===== src/rtl/core/dsr_pkg.sv =====
package dsr_pkg;

  localparam logic [7:0] TagSequence = 8'h30;
  localparam logic [7:0] TagInteger  = 8'h02;
  localparam logic [7:0] PaddedLen   = 8'h21;
  localparam logic [7:0] KeptPadLen  = 8'h20;
  localparam logic [7:0] MaxRawReset = 8'd64;

  // APB register map: one 32-bit register, word addressed
  localparam int unsigned AddrWidth  = 3;
  localparam logic        RegMaxRaw  = 1'b0;   // paddr[2] of max_raw_bytes

  typedef struct packed {
    logic [7:0] der_byte;
    logic       first;
  } der_in_t;

  typedef struct packed {
    logic [7:0] raw_byte;
    logic       has_byte;
    logic       is_last;
    logic       fault;
    logic [7:0] raw_count;
  } raw_out_t;

  typedef enum logic [3:0] {
    PH_IDLE,
    PH_SEQ_LEN,
    PH_R_TAG,
    PH_R_LEN,
    PH_R_PAD,
    PH_R_DATA,
    PH_S_TAG,
    PH_S_LEN,
    PH_S_PAD,
    PH_S_DATA,
    PH_DONE
  } phase_t;

  typedef enum logic [1:0] {
    RK_BYTE,
    RK_LAST,
    RK_TOTAL,
    RK_FAULT
  } res_kind_t;

  // Classified result, passed from the parser to the output side
  typedef struct packed {
    res_kind_t  kind;
    logic [7:0] data;
    logic [7:0] count;
  } res_item_t;

endpackage


===== src/rtl/core/der_ecdsa_signature_to_raw_core.sv =====
// Channel   Signals                                       Direction
// --------  --------------------------------------------  ---------
// input     in_valid / in_ready / in_data (der_in_t)      in
// output    out_valid / out_ready / out_data (raw_out_t)  out
// config    psel penable pwrite paddr pwdata prdata pready APB
//
// One DER byte is accepted every cycle while the queue has room; the parser
// state update is a single compare-and-subtract step, which sets the rate at
// one transaction per clock. A result passes through the two-entry queue and
// then through the output register.
// Reset (synchronous, rst high) returns the parser to idle, empties the queue
// and sets max_raw_bytes to 64.
// in_ready drops only when the queue is full, which takes a stalled output.
module der_ecdsa_signature_to_raw_core import dsr_pkg::*; (
  input  logic                 clk,
  input  logic                 rst,
  input  logic                 in_valid,
  output logic                 in_ready,
  input  der_in_t              in_data,
  output logic                 out_valid,
  input  logic                 out_ready,
  output raw_out_t             out_data,
  input  logic                 psel,
  input  logic                 penable,
  input  logic                 pwrite,
  input  logic [AddrWidth-1:0] paddr,
  input  logic [31:0]          pwdata,
  output logic [31:0]          prdata,
  output logic                 pready
);

  logic [7:0] max_raw_bytes;
  logic       cfg_write;

  logic       push;
  res_item_t  push_item;
  logic       q_ready;
  logic       q_valid;
  res_item_t  q_item;
  logic       pop;

  // Configuration register: write on the APB access phase, never stall
  assign pready    = 1'b1;
  assign cfg_write = psel && penable && pwrite && (paddr[2] == RegMaxRaw);

  always_ff @(posedge clk) begin
    if (rst) begin
      max_raw_bytes <= MaxRawReset;
    end else if (cfg_write) begin
      max_raw_bytes <= pwdata[7:0];
    end
  end

  // Read back the buffer size; unmapped words read zero
  assign prdata = (paddr[2] == RegMaxRaw) ? {24'd0, max_raw_bytes} : 32'd0;

  // Front: accept bytes, walk the DER structure, classify each transaction
  dsr_front u_front (
    .clk           (clk),
    .rst           (rst),
    .in_valid      (in_valid),
    .in_ready      (in_ready),
    .in_data       (in_data),
    .max_raw_bytes (max_raw_bytes),
    .q_ready       (q_ready),
    .push          (push),
    .push_item     (push_item)
  );

  // Decouple the parser from output backpressure
  dsr_queue u_queue (
    .clk       (clk),
    .rst       (rst),
    .push      (push),
    .push_item (push_item),
    .q_ready   (q_ready),
    .q_valid   (q_valid),
    .q_item    (q_item),
    .pop       (pop)
  );

  // Back: build the result fields and hold them in the output register
  dsr_back u_back (
    .clk       (clk),
    .rst       (rst),
    .q_valid   (q_valid),
    .q_item    (q_item),
    .pop       (pop),
    .out_valid (out_valid),
    .out_ready (out_ready),
    .out_data  (out_data)
  );

endmodule


===== src/rtl/core/dsr_front.sv =====
module dsr_front import dsr_pkg::*; (
  input  logic       clk,
  input  logic       rst,
  input  logic       in_valid,
  output logic       in_ready,
  input  der_in_t    in_data,
  input  logic [7:0] max_raw_bytes,
  input  logic       q_ready,
  output logic       push,
  output res_item_t  push_item
);

  phase_t     phase, phase_next;
  logic [7:0] bytes_left, bytes_left_next;
  logic [7:0] r_kept, r_kept_next;
  logic [7:0] s_kept, s_kept_next;

  logic       in_fire;
  logic [7:0] b;
  logic [7:0] dec;
  logic [7:0] s_limit;

  assign in_ready = q_ready;
  assign in_fire  = in_valid && in_ready;
  assign b        = in_data.der_byte;
  assign dec      = bytes_left - 8'd1;
  assign s_limit  = max_raw_bytes - r_kept;

  always_ff @(posedge clk) begin
    if (rst) begin
      phase      <= PH_IDLE;
      bytes_left <= '0;
      r_kept     <= '0;
      s_kept     <= '0;
    end else begin
      phase      <= phase_next;
      bytes_left <= bytes_left_next;
      r_kept     <= r_kept_next;
      s_kept     <= s_kept_next;
    end
  end

  always_comb begin
    phase_next      = phase;
    bytes_left_next = bytes_left;
    r_kept_next     = r_kept;
    s_kept_next     = s_kept;
    push            = 1'b0;
    push_item.kind  = RK_BYTE;
    push_item.data  = b;
    push_item.count = '0;
    if (in_fire) begin
      if (in_data.first) begin
        bytes_left_next = '0;
        r_kept_next     = '0;
        s_kept_next     = '0;
        if (b != TagSequence) begin
          phase_next     = PH_DONE;
          push           = 1'b1;
          push_item.kind = RK_FAULT;
        end else begin
          phase_next = PH_SEQ_LEN;
        end
      end else begin
        unique case (phase)
          PH_SEQ_LEN: phase_next = PH_R_TAG;
          PH_R_TAG: begin
            if (b != TagInteger) begin
              phase_next     = PH_DONE;
              push           = 1'b1;
              push_item.kind = RK_FAULT;
            end else begin
              phase_next = PH_R_LEN;
            end
          end
          PH_R_LEN: begin
            if (b > max_raw_bytes) begin
              phase_next     = PH_DONE;
              push           = 1'b1;
              push_item.kind = RK_FAULT;
            end else if (b == PaddedLen) begin
              r_kept_next     = KeptPadLen;
              bytes_left_next = KeptPadLen;
              phase_next      = PH_R_PAD;
            end else begin
              r_kept_next     = b;
              bytes_left_next = b;
              phase_next      = (b == 8'd0) ? PH_S_TAG : PH_R_DATA;
            end
          end
          PH_R_PAD: phase_next = PH_R_DATA;
          PH_R_DATA: begin
            bytes_left_next = dec;
            if (dec == 8'd0) begin
              phase_next = PH_S_TAG;
            end
            push           = 1'b1;
            push_item.kind = RK_BYTE;
          end
          PH_S_TAG: begin
            if (b != TagInteger) begin
              phase_next     = PH_DONE;
              push           = 1'b1;
              push_item.kind = RK_FAULT;
            end else begin
              phase_next = PH_S_LEN;
            end
          end
          PH_S_LEN: begin
            if ((b > s_limit) || (r_kept > max_raw_bytes)) begin
              phase_next     = PH_DONE;
              push           = 1'b1;
              push_item.kind = RK_FAULT;
            end else if (b == PaddedLen) begin
              s_kept_next     = KeptPadLen;
              bytes_left_next = KeptPadLen;
              phase_next      = PH_S_PAD;
            end else begin
              s_kept_next     = b;
              bytes_left_next = b;
              if (b == 8'd0) begin
                // empty s: close the signature right here
                phase_next      = PH_DONE;
                push            = 1'b1;
                push_item.kind  = RK_TOTAL;
                push_item.count = r_kept;
              end else begin
                phase_next = PH_S_DATA;
              end
            end
          end
          PH_S_PAD: phase_next = PH_S_DATA;
          PH_S_DATA: begin
            bytes_left_next = dec;
            push            = 1'b1;
            if (dec == 8'd0) begin
              phase_next      = PH_DONE;
              push_item.kind  = RK_LAST;
              push_item.count = r_kept + s_kept;
            end else begin
              push_item.kind = RK_BYTE;
            end
          end
          PH_IDLE, PH_DONE: ;
          default: phase_next = PH_IDLE;
        endcase
      end
    end
  end

  a_fault_ends_parse: assert property (@(posedge clk) disable iff (rst)
    push && (push_item.kind == RK_FAULT) |=> phase == PH_DONE)
    else $error("fault did not end the parse");

  a_quiet_when_stopped: assert property (@(posedge clk) disable iff (rst)
    in_fire && !in_data.first && (phase == PH_IDLE || phase == PH_DONE) |-> !push)
    else $error("result produced outside a parse");

  a_data_count_nonzero: assert property (@(posedge clk) disable iff (rst)
    (phase == PH_R_DATA || phase == PH_S_DATA) |-> bytes_left != 8'd0)
    else $error("data phase with no bytes left");

endmodule


===== src/rtl/core/dsr_queue.sv =====
module dsr_queue import dsr_pkg::*; (
  input  logic      clk,
  input  logic      rst,
  input  logic      push,
  input  res_item_t push_item,
  output logic      q_ready,
  output logic      q_valid,
  output res_item_t q_item,
  input  logic      pop
);

  res_item_t  entries [2];
  logic       wr_ptr;
  logic       rd_ptr;
  logic [1:0] count;

  assign q_ready = (count != 2'd2);
  assign q_valid = (count != 2'd0);
  assign q_item  = entries[rd_ptr];

  always_ff @(posedge clk) begin
    if (push) begin
      entries[wr_ptr] <= push_item;
    end
  end

  always_ff @(posedge clk) begin
    if (rst) begin
      wr_ptr <= 1'b0;
      rd_ptr <= 1'b0;
      count  <= '0;
    end else begin
      if (push) begin
        wr_ptr <= ~wr_ptr;
      end
      if (pop) begin
        rd_ptr <= ~rd_ptr;
      end
      count <= count + {1'b0, push} - {1'b0, pop};
    end
  end

  a_no_overflow: assert property (@(posedge clk) disable iff (rst)
    push |-> count != 2'd2)
    else $error("push into full queue");

  a_no_underflow: assert property (@(posedge clk) disable iff (rst)
    pop |-> count != 2'd0)
    else $error("pop from empty queue");

  a_count_range: assert property (@(posedge clk) disable iff (rst)
    count != 2'd3)
    else $error("queue count out of range");

endmodule


===== src/rtl/core/dsr_back.sv =====
module dsr_back import dsr_pkg::*; (
  input  logic      clk,
  input  logic      rst,
  input  logic      q_valid,
  input  res_item_t q_item,
  output logic      pop,
  output logic      out_valid,
  input  logic      out_ready,
  output raw_out_t  out_data
);

  raw_out_t res;

  // Expand a classified item into the result fields
  always_comb begin
    res = '0;
    unique case (q_item.kind)
      RK_BYTE: begin
        res.raw_byte = q_item.data;
        res.has_byte = 1'b1;
      end
      RK_LAST: begin
        res.raw_byte  = q_item.data;
        res.has_byte  = 1'b1;
        res.is_last   = 1'b1;
        res.raw_count = q_item.count;
      end
      RK_TOTAL: begin
        res.is_last   = 1'b1;
        res.raw_count = q_item.count;
      end
      RK_FAULT: res.fault = 1'b1;
      default: res = '0;
    endcase
  end

  assign pop = q_valid && (!out_valid || out_ready);

  always_ff @(posedge clk) begin
    if (rst) begin
      out_valid <= 1'b0;
    end else if (pop) begin
      out_valid <= 1'b1;
    end else if (out_ready) begin
      out_valid <= 1'b0;
    end
  end

  always_ff @(posedge clk) begin
    if (pop) begin
      out_data <= res;
    end
  end

endmodule

===== config.mk =====
export PLATFORM = sky130hd
export DESIGN_NAME = der_ecdsa_signature_to_raw_core
export DESIGN_NICKNAME = d
export VERILOG_FILES = /design/src/rtl/core/dsr_pkg.sv /design/src/rtl/core/der_ecdsa_signature_to_raw_core.sv /design/src/rtl/core/dsr_front.sv /design/src/rtl/core/dsr_queue.sv /design/src/rtl/core/dsr_back.sv
export SDC_FILE = /design/constraint.sdc
export NUM_CORES = 1
export LEC_CHECK = 0
export ABC_AREA = 1
export BUFFER_PORTS_ARGS = -buffer_cell sky130_fd_sc_hd__buf_2
export CAP_MARGIN = 0
export CORE_ASPECT_RATIO = 0.75
export CORE_MARGIN = 4
export CORE_UTILIZATION = 50
export CTS_CLUSTER_DIAMETER = 150
export DETAILED_ROUTE_END_ITERATION = 10
export PLACE_DENSITY = 0.72
export SYNTH_ARGS = -nofsm -noshare
export SYNTH_HDL_FRONTEND = slang
export SYNTH_SLANG_ARGS = --single-unit

===== constraint.sdc =====
create_clock -name clk -period 7 [get_ports clk]
set_clock_uncertainty 0.05 [all_clocks]
set_input_delay 1.75 -clock clk [delete_from_list [all_inputs] [get_ports clk]]
set_output_delay 1.75 -clock clk [all_outputs]
set_load 0.05 [all_outputs]

==> impl_results.md, run 1 <==
- Status: finished, final reports clean
- Initial core utilization: ~50%
- H-tree level count: 3
- Global Route Usage Sum: 19.4%
- Area occupied by multi-input gates: around 2600 sq um
- Pwr per Cell Area: 343 nW/um^2
- Power Internal: 1.23 mW
- Number of flops mapped to enable cells by yosys: 55
- Core box area: 10900 sq um
- Fin Setup TNS: 0 ns
- Global placement routability congestion: 0.862
- Critical path startpoint category: input pin
- Clk pwr share: 22.8%
- Syn_area_per_cell: 8.06 sq um
- First-pass GRT wire length: approximately 20000 microns
- Skew-Pair Late Insertion Delay: approximately 0.34 ns
- Antenna-violating nets left: 0
- Critical path data arrival time: 2.27 ns
- Syn Inst Count: 698
- Slew headroom: 41.2%
- DRC Markers: 0
- Count leader, synth: nand2_1
- Top_reg_cell synth: edfxtp_1
- Area leader, netlist: edfxtp_1
- Synth Area in Compound Gates: 10.0%
- Die Wd: 130 microns
- Initial antenna violation count: 0
- Final Routed Wirelength: 12300 microns
- 1st-iter DRT viols: 225
- P&R area growth vs syn: 10.6%
- Fin crit period: 4.07 ns
- Max_cap viols: 0
- R2R depth: 22
- Clk slew on worst S/H paths: about 0.070 ns
- Endpoints failing hold: 0
- IR drop worst, VDD: 146 uV
- Synth area leaders: edfxtp_1 (29%), dfxtp_1 (15%), nand2_1 (10%), ha_1 (8.0%), nor2_1 (6.5%)
- Number of fill cells in the layout: 977
- Fmax achieved: 246 MHz
- N_diodes: 0
- Top cell type's share of synthesized area: between 20% and 30%
- Hold path cells: 1
- Hpwl dp: between 9000 and 10000 microns
- WP data required: ~5.2 ns
- Synth warn: 0
- Post-synthesis simple-gate area fraction: between 20% and 30%
- Largest net degree at the start of global routing: 33
- Cell variety after synth: between 40 and 50
- DR vias: 4531
- I/O Buffers: 53
- Crit Path Max Fanout: 9
- NumNets Final: approximately 840
- P_leak: a little under 3 nW
- CTS tree: yes
- Post-synth top cells: nand2_1 (156), nor2_1 (97), inv_1 (84), edfxtp_1 (55), a21oi_1 (45)
- Register area: 2490 sq um
- Post CTS Setup Buffer Count: 0
- Row count: 33
- CTS buffer count: 9
- Flop pwr share: 37.9%
- Hold buffers post-CTS: 0
- Worst reg2reg endpoint: u_queue.entries[1][16]$_DFFE_PP_
- Post-synthesis adder-cell area fraction: about 8.7%
- GRT Residual Overflow: 0
- Synth Register Bits: between 90 and 100
- Final Cycle Share: between 50% and 60%
- Mux contribution to synthesized area: 0%
- Die Ht: 99.9 microns
- Ys async rst share: 0%
- Cts repair resizes: 0
- Post-synthesis sequential area ratio: 44.3%
- Synth Area in XOR/XNOR: roughly 1.9%
- Worst R2R Start: u_front.r_kept[2]$_SDFFE_PP0P_
- Unrepaired setup endpoints after global routing: no
- Least-Margin Pin Slew: between 0.8 and 0.9 ns
- Critical Path Sink Type: output pin
- CTS sink count: 97
- Reg2reg setup slack: between 3 and 4 ns
- Hold Path Class: reg2reg
- Logic gate share of total power: 39.3%
- Vias in the first global route: between 4000 and 5000
- CP Class: in2out
- Vias per cell: 5.07
- P_sw: between 0.8 and 0.9 mW
- Endpoints failing setup: 0
- WL/cell: between 10 and 15 microns
- CTS root buffer: clkbuf_16
- Slew Limit Fails: 0
- Final Total Pwr: 2.13 mW
- Switching part of the total: a little over two fifths
- Area of the die: 13000 sq um
- First-pass iteration count of the detailed router: 5
- Mapped cell area: 5620 sq um
- I/O pins: 105
- Layout cells sized above 1: 13.7%
- Max Root-Sink Buffers: 2
- HP Start: u_queue.rd_ptr$_SDFFE_PP0P_
- Combinational family with the most area after synthesis: simple AND/OR/NAND/NOR gates
## flip-flops by register name, indices dropped and copies added, names as in the netlist, 2 cells and up, named ones only
| register | cells |
|---|---|
| max_raw_bytes | 8 |
| u_front.bytes_left | 8 |
| u_front.s_kept | 8 |
| u_queue.count | 2 |
| u_queue.entries | 36 |
| u_front.r_kept | 8 |
| u_back.out_data | 19 |
| u_front.phase | 4 |
## worst max-delay path, stage by stage
cell and delay, ns:
buf_2 0.15, nor2_1 0.10, buf_2 0.27
## placed cells by master, fill, tap and decap left out, types with 25 or more instances in the layout
master	count
o21ai_0	33
nand2_1	156
dfxtp_1	42
a21oi_1	45
buf_2	53
ha_1	36
edfxtp_1	55
conb_1	25
inv_1	84
nand3_1	28
nor2_1	96
## cell type report
class	count	share of cell area, %
tap	140	2.82
clock inverter	6	0.986
inverter	94	5.67
clock buffer	10	3.84
multi-input combinational	492	42.1
sequential	97	40.1
timing repair buffer	55	4.51
## power groups by stage
stage	logic (mW)	clock network, mW	registers, mW
2_1_floorplan	0.477	0	1.01
3_3_place_gp	0.816	0	0.820
3_5_place_dp	0.838	0	0.822
4_1_cts	0.841	0.497	0.811
5_1_grt	0.931	0.524	0.823
6_report	0.837	0.487	0.808
## worst max path at each step
stage / cells past startpoint / end / slack, ns / start
floorplan: 2 / prdata[0] / 2.60 / paddr[2]
global placement: 16 / u_queue.entries[1][10]$_DFFE_PP_ / 2.85 / in_data[1]
detailed placement: 16 / u_queue.entries[1][10]$_DFFE_PP_ / 2.77 / in_data[1]
CTS: 3 / prdata[7] / 2.93 / paddr[2]
global route: 22 / u_queue.entries[1][12]$_DFFE_PP_ / 2.72 / u_front.r_kept[2]$_SDFFE_PP0P_
finish: 3 / prdata[3] / 2.93 / paddr[2]
## per-stage QoR
stage / instances / hold WS [ns] / util [%] / worst slack, ns / cell area (sq um)
2_1_floorplan: 721 / 0.376 / - / 2.60 / 5710
3_3_place_gp: 878 / 0.388 / 54.1 / 2.85 / 5920
3_5_place_dp: 878 / 0.389 / 54.1 / 2.77 / 5920
4_1_cts: 894 / 0.398 / 56.8 / 2.93 / 6220
5_1_grt: 894 / 0.450 / 56.8 / 2.72 / 6220
6_report: 894 / 0.401 / 56.8 / 2.93 / 6220
## layer usage
| metal | wire [microns] | share of wire (%) | global-route usage [%] |
|---|---|---|---|
| met4 | 180 | 1.5 | 5.22 |
| met3 | 752 | 6.1 | 4.20 |
| met2 | 5630 | 46 | 31.4 |
| met5 | 0 | 0 | 0 |
| met1 | 5750 | 47 | 26.6 |
## cells by family after synthesis
logic type / after synthesis
xor gates and xnor gates: 12
and+or+nand+nor: 316
buffers and inverters: 132
DFF: 97
adders and majority gates: 38
other: 2
AOI/OAI and AO/OA: 101
No activity file was read; power rests on OpenSTA's default activity.
==> run 2, diff against run 1 <==
Settings changed: ABC_AREA 1 to 0.
Clock period 7 ns to 4 ns, I/O delays scaled along.
==> impl_results.md, run 2 <==
- Syn_area_per_cell: 9.83 sq um
- Post CTS Setup Buffer Count: 0
- Hold buffers post-CTS: 0
- Placement Cell Area: 6010 sq um
- Global placement routability congestion: 0.862
- I/O pins: 105
- CTS sink count: 97
- Fmax achieved: approximately 260 MHz
- Largest Register: u_queue.entries
- Flop pwr share: between 40% and 50%
- I/O Buffers: 53
- Clk slew on worst S/H paths: approximately 0.080 ns
- Critical Path Sink Type: flop
- Least-Margin Pin Slew: 1.02 ns
- Row count: 33
- Crit-path slowest cell: dfxtp_1
- Commonest non-fill, non-tap cells in the layout: nor2_1 (64), edfxtp_1 (55), buf_2 (53)
- Status: finished, final reports clean
- Clk pwr share: 26.5%
- R2R depth: 16
- Die Wd: 130 microns
- Mapped cell area: 5580 sq um
- H-tree level count: 3
- Design Area, Final: approximately 6400 sq um
- Top cell type's share of synthesized area: 29.6%
- Final Routed Wirelength: 12300 microns
- Combinational family with the most area after synthesis: simple AND/OR/NAND/NOR gates
- Endpoints failing setup: 0
- Largest registers: u_queue.entries: 36 flops, u_back.out_data: 19 flops
- Vias in the first global route: 4046
- Switching part of the total: between 30% and 40%
- Post-synthesis simple-gate area fraction: 17.9%
- Slowest stage delay, CP: 0.40 ns
- CTS tree: yes
- Max Root-Sink Buffers: 2
- Largest net degree at the start of global routing: 40
- Die Ht: 99.5 microns
- Pre-CTS setup slack: ~0.12 ns
- CTS buffer count: 9
- NumNets Final: just over 700
- Max reg flops: 36
- Fin crit period: 3.78 ns
- Area leader, netlist: edfxtp_1
- Endpoints failing hold: 0
- Area of the die: 12900 sq um
- Slew Limit Fails: 0
- Count leader, synth: nor2_1
- Crit Path Max Fanout: 8
- Critical path data arrival time: ~4 ns
- Ys async rst share: 0%
- IR drop worst, VDD: 278 uV
- Min Hold Slack: around 0.44 ns
- P_sw: 1.23 mW
- Final std cells w/o fill: 771
- Post-synth top cells: nor2_1 (65), edfxtp_1 (55), dfxtp_1 (42), a21oi_1 (40)
- Mux contribution to synthesized area: approximately 6.0%
- Top_reg_cell synth: edfxtp_1
- Max_cap viols: 0
- CTS root buffer: clkbuf_16
- Core box area: between 10000 and 15000 sq um
- P_leak: 2.55 nW
- Initial core utilization: 51.1%
- Post-synthesis adder-cell area fraction: 8.80%
- First-pass iteration count of the detailed router: 5
- Synth Area in XOR/XNOR: 2.67%
- DR vias: 4291
- N_diodes: 0
- Critical-path cell list: ha_1 -> inv_1 -> fa_2 -> a21o_1 -> a2111oi_4 -> buf_4 -> xor2_2 -> ha_1 -> nand2_1 -> o21ai_0 -> o21a_1 -> o31a_1 -> nor3_1 -> a211oi_2 -> buf_4 -> a221o_1
- Slew headroom: 31.4%
- WP data required: 4.19 ns
- Antenna-violating nets left: 0
- Final Cycle Share: 94.4%
- Initial antenna violation count: 0
- Layout cells sized above 1: 17.1%
- 1st-iter DRT viols: 410
- Worst reg2reg endpoint: u_front.bytes_left[3]$_SDFFE_PP0P_
- Synth Register Bits: 97
- Number of flops mapped to enable cells by yosys: 55
- Reg2reg setup slack: 0.22 ns
- Placed cell count: about 760
- Commonest non-fill, non-tap cell in the layout: nor2_1
- Final Worst Setup Slack: 0.224 ns
- Skew-Pair Late Insertion Delay: 0.34 ns
- Logic gate share of total power: 33.4%
- Pwr per Cell Area: 513 nW/um^2
- Finished Core Util: 58.4%
- Worst R2R Start: u_front.r_kept[0]$_SDFFE_PP0P_
- Hpwl dp: between 8000 and 9000 microns
- WL/cell: 16.0 microns
- DRC Markers: 0
- Power Internal: 2.03 mW
- Synth warn: 0
- First-pass GRT wire length: 19800 microns
- GRT Residual Overflow: 0
- Crit path launch: u_front.r_kept[0]$_SDFFE_PP0P_
- Cell variety after synth: 66
- Crit path capture: u_front.bytes_left[3]$_SDFFE_PP0P_
- Syn Inst Count: between 500 and 600
- Vias per cell: 5.57
- Synth area leaders: edfxtp_1 (30%), dfxtp_1 (15%), ha_1 (8.1%), mux2i_1 (5.6%), nor2_1 (4.4%)
- Hold Path Class: reg2reg
- CP Class: reg2reg
- Synth Area in Compound Gates: 13.0%
- Critical path startpoint category: flop
- Global Route Usage Sum: 19.4%
- P&R area growth vs syn: 14.1%
- Post-synthesis sequential area ratio: 44.7%
## run 2: cell count changes after synthesis, moves of 24 or more
| cell | before | now |
|---|---|---|
| inv_1 | 84 | 30 |
| mux2i_1 | 0 | 31 |
| nand2_1 | 156 | 36 |
| nor2_1 | 97 | 65 |
| nor2b_1 | 0 | 24 |
## run 2: worst max-delay path: cells and delay by family, from the launching register on
kind | cells | cell delay (ns)
compound gates | 7 | 1.54
xor+xnor | 1 | 0.14
fa+ha+maj | 3 | 0.81
buf+inv | 3 | 0.42
flops | 1 | 0.40
simple gates | 2 | 0.32
## run 2: cell type report
type | count | area [sq um]
clock inverters | 7 | 81.3
flip-flops and latches | 97 | 2490
multi-input cells | 417 | 2840
clock buffers | 9 | 225
fillers | 941 | 4540
well taps | 140 | 175
inverters | 30 | 113
repair buffers | 71 | 438
## run 2: how the worst min path moves through the flow
stage | slack (ns) | to | depth (start not counted) | startpoint
global route | 0.46 | max_raw_bytes[7]$_SDFFE_PP0P_ | 2 | max_raw_bytes[7]$_SDFFE_PP0P_
global placement | 0.42 | max_raw_bytes[0]$_SDFFE_PP0P_ | 2 | max_raw_bytes[0]$_SDFFE_PP0P_
floorplan | 0.40 | max_raw_bytes[0]$_SDFFE_PP0P_ | 2 | max_raw_bytes[0]$_SDFFE_PP0P_
finish | 0.44 | max_raw_bytes[4]$_SDFFE_PP0P_ | 2 | max_raw_bytes[4]$_SDFFE_PP0P_
CTS | 0.44 | max_raw_bytes[4]$_SDFFE_PP0P_ | 2 | max_raw_bytes[4]$_SDFFE_PP0P_
detailed placement | 0.43 | max_raw_bytes[0]$_SDFFE_PP0P_ | 2 | max_raw_bytes[0]$_SDFFE_PP0P_
## run 2: power by group through the flow
| stage | registers (mW) | clock network (mW) | logic [mW] |
|---|---|---|---|
| finish | 1.31 | 0.865 | 1.09 |
| global route | 1.32 | 0.919 | 1.17 |
| CTS | 1.31 | 0.880 | 1.08 |
| detailed placement | 1.33 | 0 | 1.08 |
| global placement | 1.32 | 0 | 1.06 |
| floorplan | 1.62 | 0 | 0.544 |
## run 2: logic make-up (layout without fill, tap and decap cells)
group,after synthesis,in the layout
flip-flops,97,97
adder cells (fa/ha/maj),38,38
other,2,25
multiplexers,33,33
AND/OR/NAND/NOR,193,193
XOR/XNOR,17,17
buffers and inverters,76,117
AO/OA/AOI/OAI,111,111
## run 2: routing by layer
metal	global-route usage [%]	vias up	share of wire, %
met4	4.79	0	1.2
met3	4.03	15	7.3
li1	-	2099	-
met2	31.8	145	47
met1	26.5	2032	44
met5	0	-	0
## run 2: metrics by stage
stage	power [mW]	setup TNS, ns
final	3.26	0
after global routing	3.41	-0.00788
after CTS	3.27	0
after detailed placement	2.41	0
after global placement	2.38	0
after floorplan	2.17	0
## run 2: timing repair
item | in CTS | in global routing
endpoints found under the hold margin | 0 | 0
gates resized for setup | 0 | 9
setup endpoints to repair | 0 | 69
==> run 3, diff against run 2 <==
Settings changed: ABC_AREA 0 to 1, PLACE_DENSITY 0.72 to 0.71, SYNTH_HIERARCHICAL from default to 1.
==> impl_results.md, run 3 <==
- GRT Residual Overflow: 0
- Number of flops mapped to enable cells by yosys: 55
- Cell variety after synth: between 40 and 50
- Layout cells sized above 1: slightly below 20%
- Post-synthesis sequential area ratio: 40.6%
- Clk slew on worst S/H paths: ~0.070 ns
- Max Root-Sink Buffers: 2
- Unrepaired setup endpoints after global routing: no
- WP data required: slightly above 4 ns
- Fin Setup TNS: 0 ns
- Hold Path Class: reg2reg
- Commonest non-fill, non-tap cell in the layout: nand2_1
- Max reg flops: 36
- P_leak: between 3 and 4 nW
- Critical Path Sink Type: flop
- CP bufs+invs: 4
- Pwr per Cell Area: 585 nW/um^2
- Row count: 34
- Top_reg_cell synth: edfxtp_1
- Crit Path Max Fanout: 19
- Fin crit period: 3.61 ns
- Synth Area in Compound Gates: a little under a tenth
- First-pass GRT wire length: 21800 microns
- Count leader, synth: nand2_1
- Antenna-violating nets left: 0
- NumNets Final: between 800 and 900
- Hpwl dp: 10100 microns
- IR drop worst, VDD: 342 uV
- DRC Markers: 0
- Final std cells w/o fill: 943
- Largest Register: u_queue/entries
- Final Total Pwr: 3.94 mW
- Top cell type's share of synthesized area: 26.9%
- Min Hold Slack: 0.445 ns
- Vias per cell: 5.10
- Endpoints failing setup: 0
- Max_cap viols: 0
- Skew-Pair Late Insertion Delay: 0.35 ns
- Endpoints failing hold: 0
- Synth warn: 6
- Largest registers: u_queue/entries: 36 flops, u_back/out_data: 19 flops
- Placement Cell Area: around 6400 sq um
- Combinational family with the most area after synthesis: simple AND/OR/NAND/NOR gates
- Synth area leaders: edfxtp_1 (27%), dfxtp_1 (14%), ha_1 (7.7%), nand2_1 (7.5%), inv_1 (6.7%)
- Final Cycle Share: 90.2%
- Mapped cell area: around 6000 sq um
- Design Area, Final: 6730 sq um
- Least-Margin Pin Slew: 1.07 ns
- Post-synthesis adder-cell area fraction: between 8 and 9%
- Core box area: roughly 12000 sq um
- Final Routed Wirelength: 13400 microns
- Global placement routability congestion: 0.883
- Fmax achieved: 277 MHz
- Number of fill cells in the layout: 1083
- Area leader, netlist: edfxtp_1
- Pre-CTS setup slack: 0.0972 ns
- I/O pins: 105
- CP delay by family, top: simple AND/OR/NAND/NOR gates
- Die Ht: 104 microns
- Status: finished, final reports clean
- Ys async rst share: 0%
- Synth Area in XOR/XNOR: between 1.5 and 2%
- Register area: approximately 2500 sq um
- N_diodes: 0
- 1st-iter DRT viols: 402
- Synth Register Bits: 97
- Commonest non-fill, non-tap cells in the layout: nand2_1 (122), inv_1 (108), nor2_1 (83)
- CTS tree: yes
- Crit-path slowest cell: dfxtp_1
- CP Class: reg2reg
- Placed cell count: 926
- DR vias: a little under 5000
- Finished Core Util: 57.1%
- Area occupied by multi-input gates: 2940 sq um
- Final Worst Setup Slack: just under 0.4 ns
- Die Wd: 136 microns
- Initial antenna violation count: 0
- First-pass iteration count of the detailed router: 5
- Vias in the first global route: 4598
- Syn Inst Count: roughly 730
- WL/cell: roughly 14 microns
- Area of the die: 14100 sq um
- CTS buffer count: 9
- Slowest stage delay, CP: around 0.41 ns
- Syn_area_per_cell: 8.43 sq um
- Global Route Usage Sum: 19.1%
- Initial core utilization: a little over half
- Critical path data arrival time: 3.67 ns
- Largest net degree at the start of global routing: 22
- Worst path most repeated cell: nand2_1
- Critical path startpoint category: flop
- Critical-path cell list: inv_1 -> ha_1 -> nand3_1 -> nand2_1 -> nand2_1 -> nand2_1 -> nand2_1 -> a21oi_1 -> o21ai_0 -> nand2_1 -> xnor2_1 -> ha_1 -> a21o_1 -> nor2_1 -> nand2_1 -> nand2_1 -> nand3_1 -> a21oi_2 -> nand3_1 -> nand2_1 -> inv_1 -> nand2_1 -> clkinvlp_4 -> buf_12
- CTS sink count: 97
- Mux contribution to synthesized area: 3.92%
- Slew Limit Fails: 0
- CTS root buffer: clkbuf_16
- Post-synthesis simple-gate area fraction: 23.2%
- Post-synth top cells: nand2_1 (122), inv_1 (109), nor2_1 (83), edfxtp_1 (55), a21oi_1 (48)
- Slew headroom: 28.4%
- I/O Buffers: 53
- H-tree level count: 3
- P&R area growth vs syn: 9.65%
[run 3: path summary, 6_finish.rpt]
path | cells past startpoint | slack (ns) | end | start
worst max-delay path | 24 | 0.39 | u_queue/entries[1][3]$_DFFE_PP_ | u_front/r_kept[1]$_SDFFE_PP0P_
worst min-delay path | 2 | 0.44 | u_front/s_kept[0]$_SDFFE_PP0P_ | u_front/s_kept[0]$_SDFFE_PP0P_
worst max register to register | 24 | 0.39 | u_queue/entries[1][3]$_DFFE_PP_ | u_front/r_kept[1]$_SDFFE_PP0P_
worst min register to register | 2 | 0.44 | u_front/s_kept[0]$_SDFFE_PP0P_ | u_front/s_kept[0]$_SDFFE_PP0P_
[run 3: metal layers]
layer	share of wire [%]	global-route usage (%)	wire [microns]	up-vias
li1	-	-	-	2402
met1	45	25.4	6050	2242
met2	48	32.7	6490	150
met3	5.8	3.58	779	19
met4	0.92	3.53	124	0
met5	0	0	0	-
[run 3: repair_timing]
item	in CTS	in global routing
buffers inserted	0	1
endpoints found under the setup margin	0	20
hold buffers	0	0
resized for setup	0	3
[run 3: kinds of logic after synthesis]
group | after synthesis
adder cells (fa/ha/maj) | 40
buffers and inverters | 165
AO/OA/AOI/OAI | 97
XOR/XNOR | 11
AND/OR/NAND/NOR | 298
multiplexers | 18
other | 2
flip-flops | 97
[run 3: area by class of cell]
type | instances | share of cell area [%]
multi-input cells | 489 | 43.7
flip-flops and latches | 97 | 37.1
inverters | 120 | 6.83
repair buffers | 59 | 4.80
clock buffers | 9 | 3.35
well taps | 162 | 3.01
clock inverters | 7 | 1.28
[run 3: tightest hold or removal path, stage by stage (launching register included)]
cell	delay, ns
dfxtp_1	0.32
nor2_1	0.09
nor2_1	0.05
[run 3: where the power goes]
group | total [mW] | leakage [nW] | switching [mW] | internal [mW]
Combinational | 1.60 | 2.11 | 1.10 | 0.493
Clock | 0.902 | 0.150 | 0.403 | 0.499
Sequential | 1.44 | 0.865 | 0.124 | 1.31
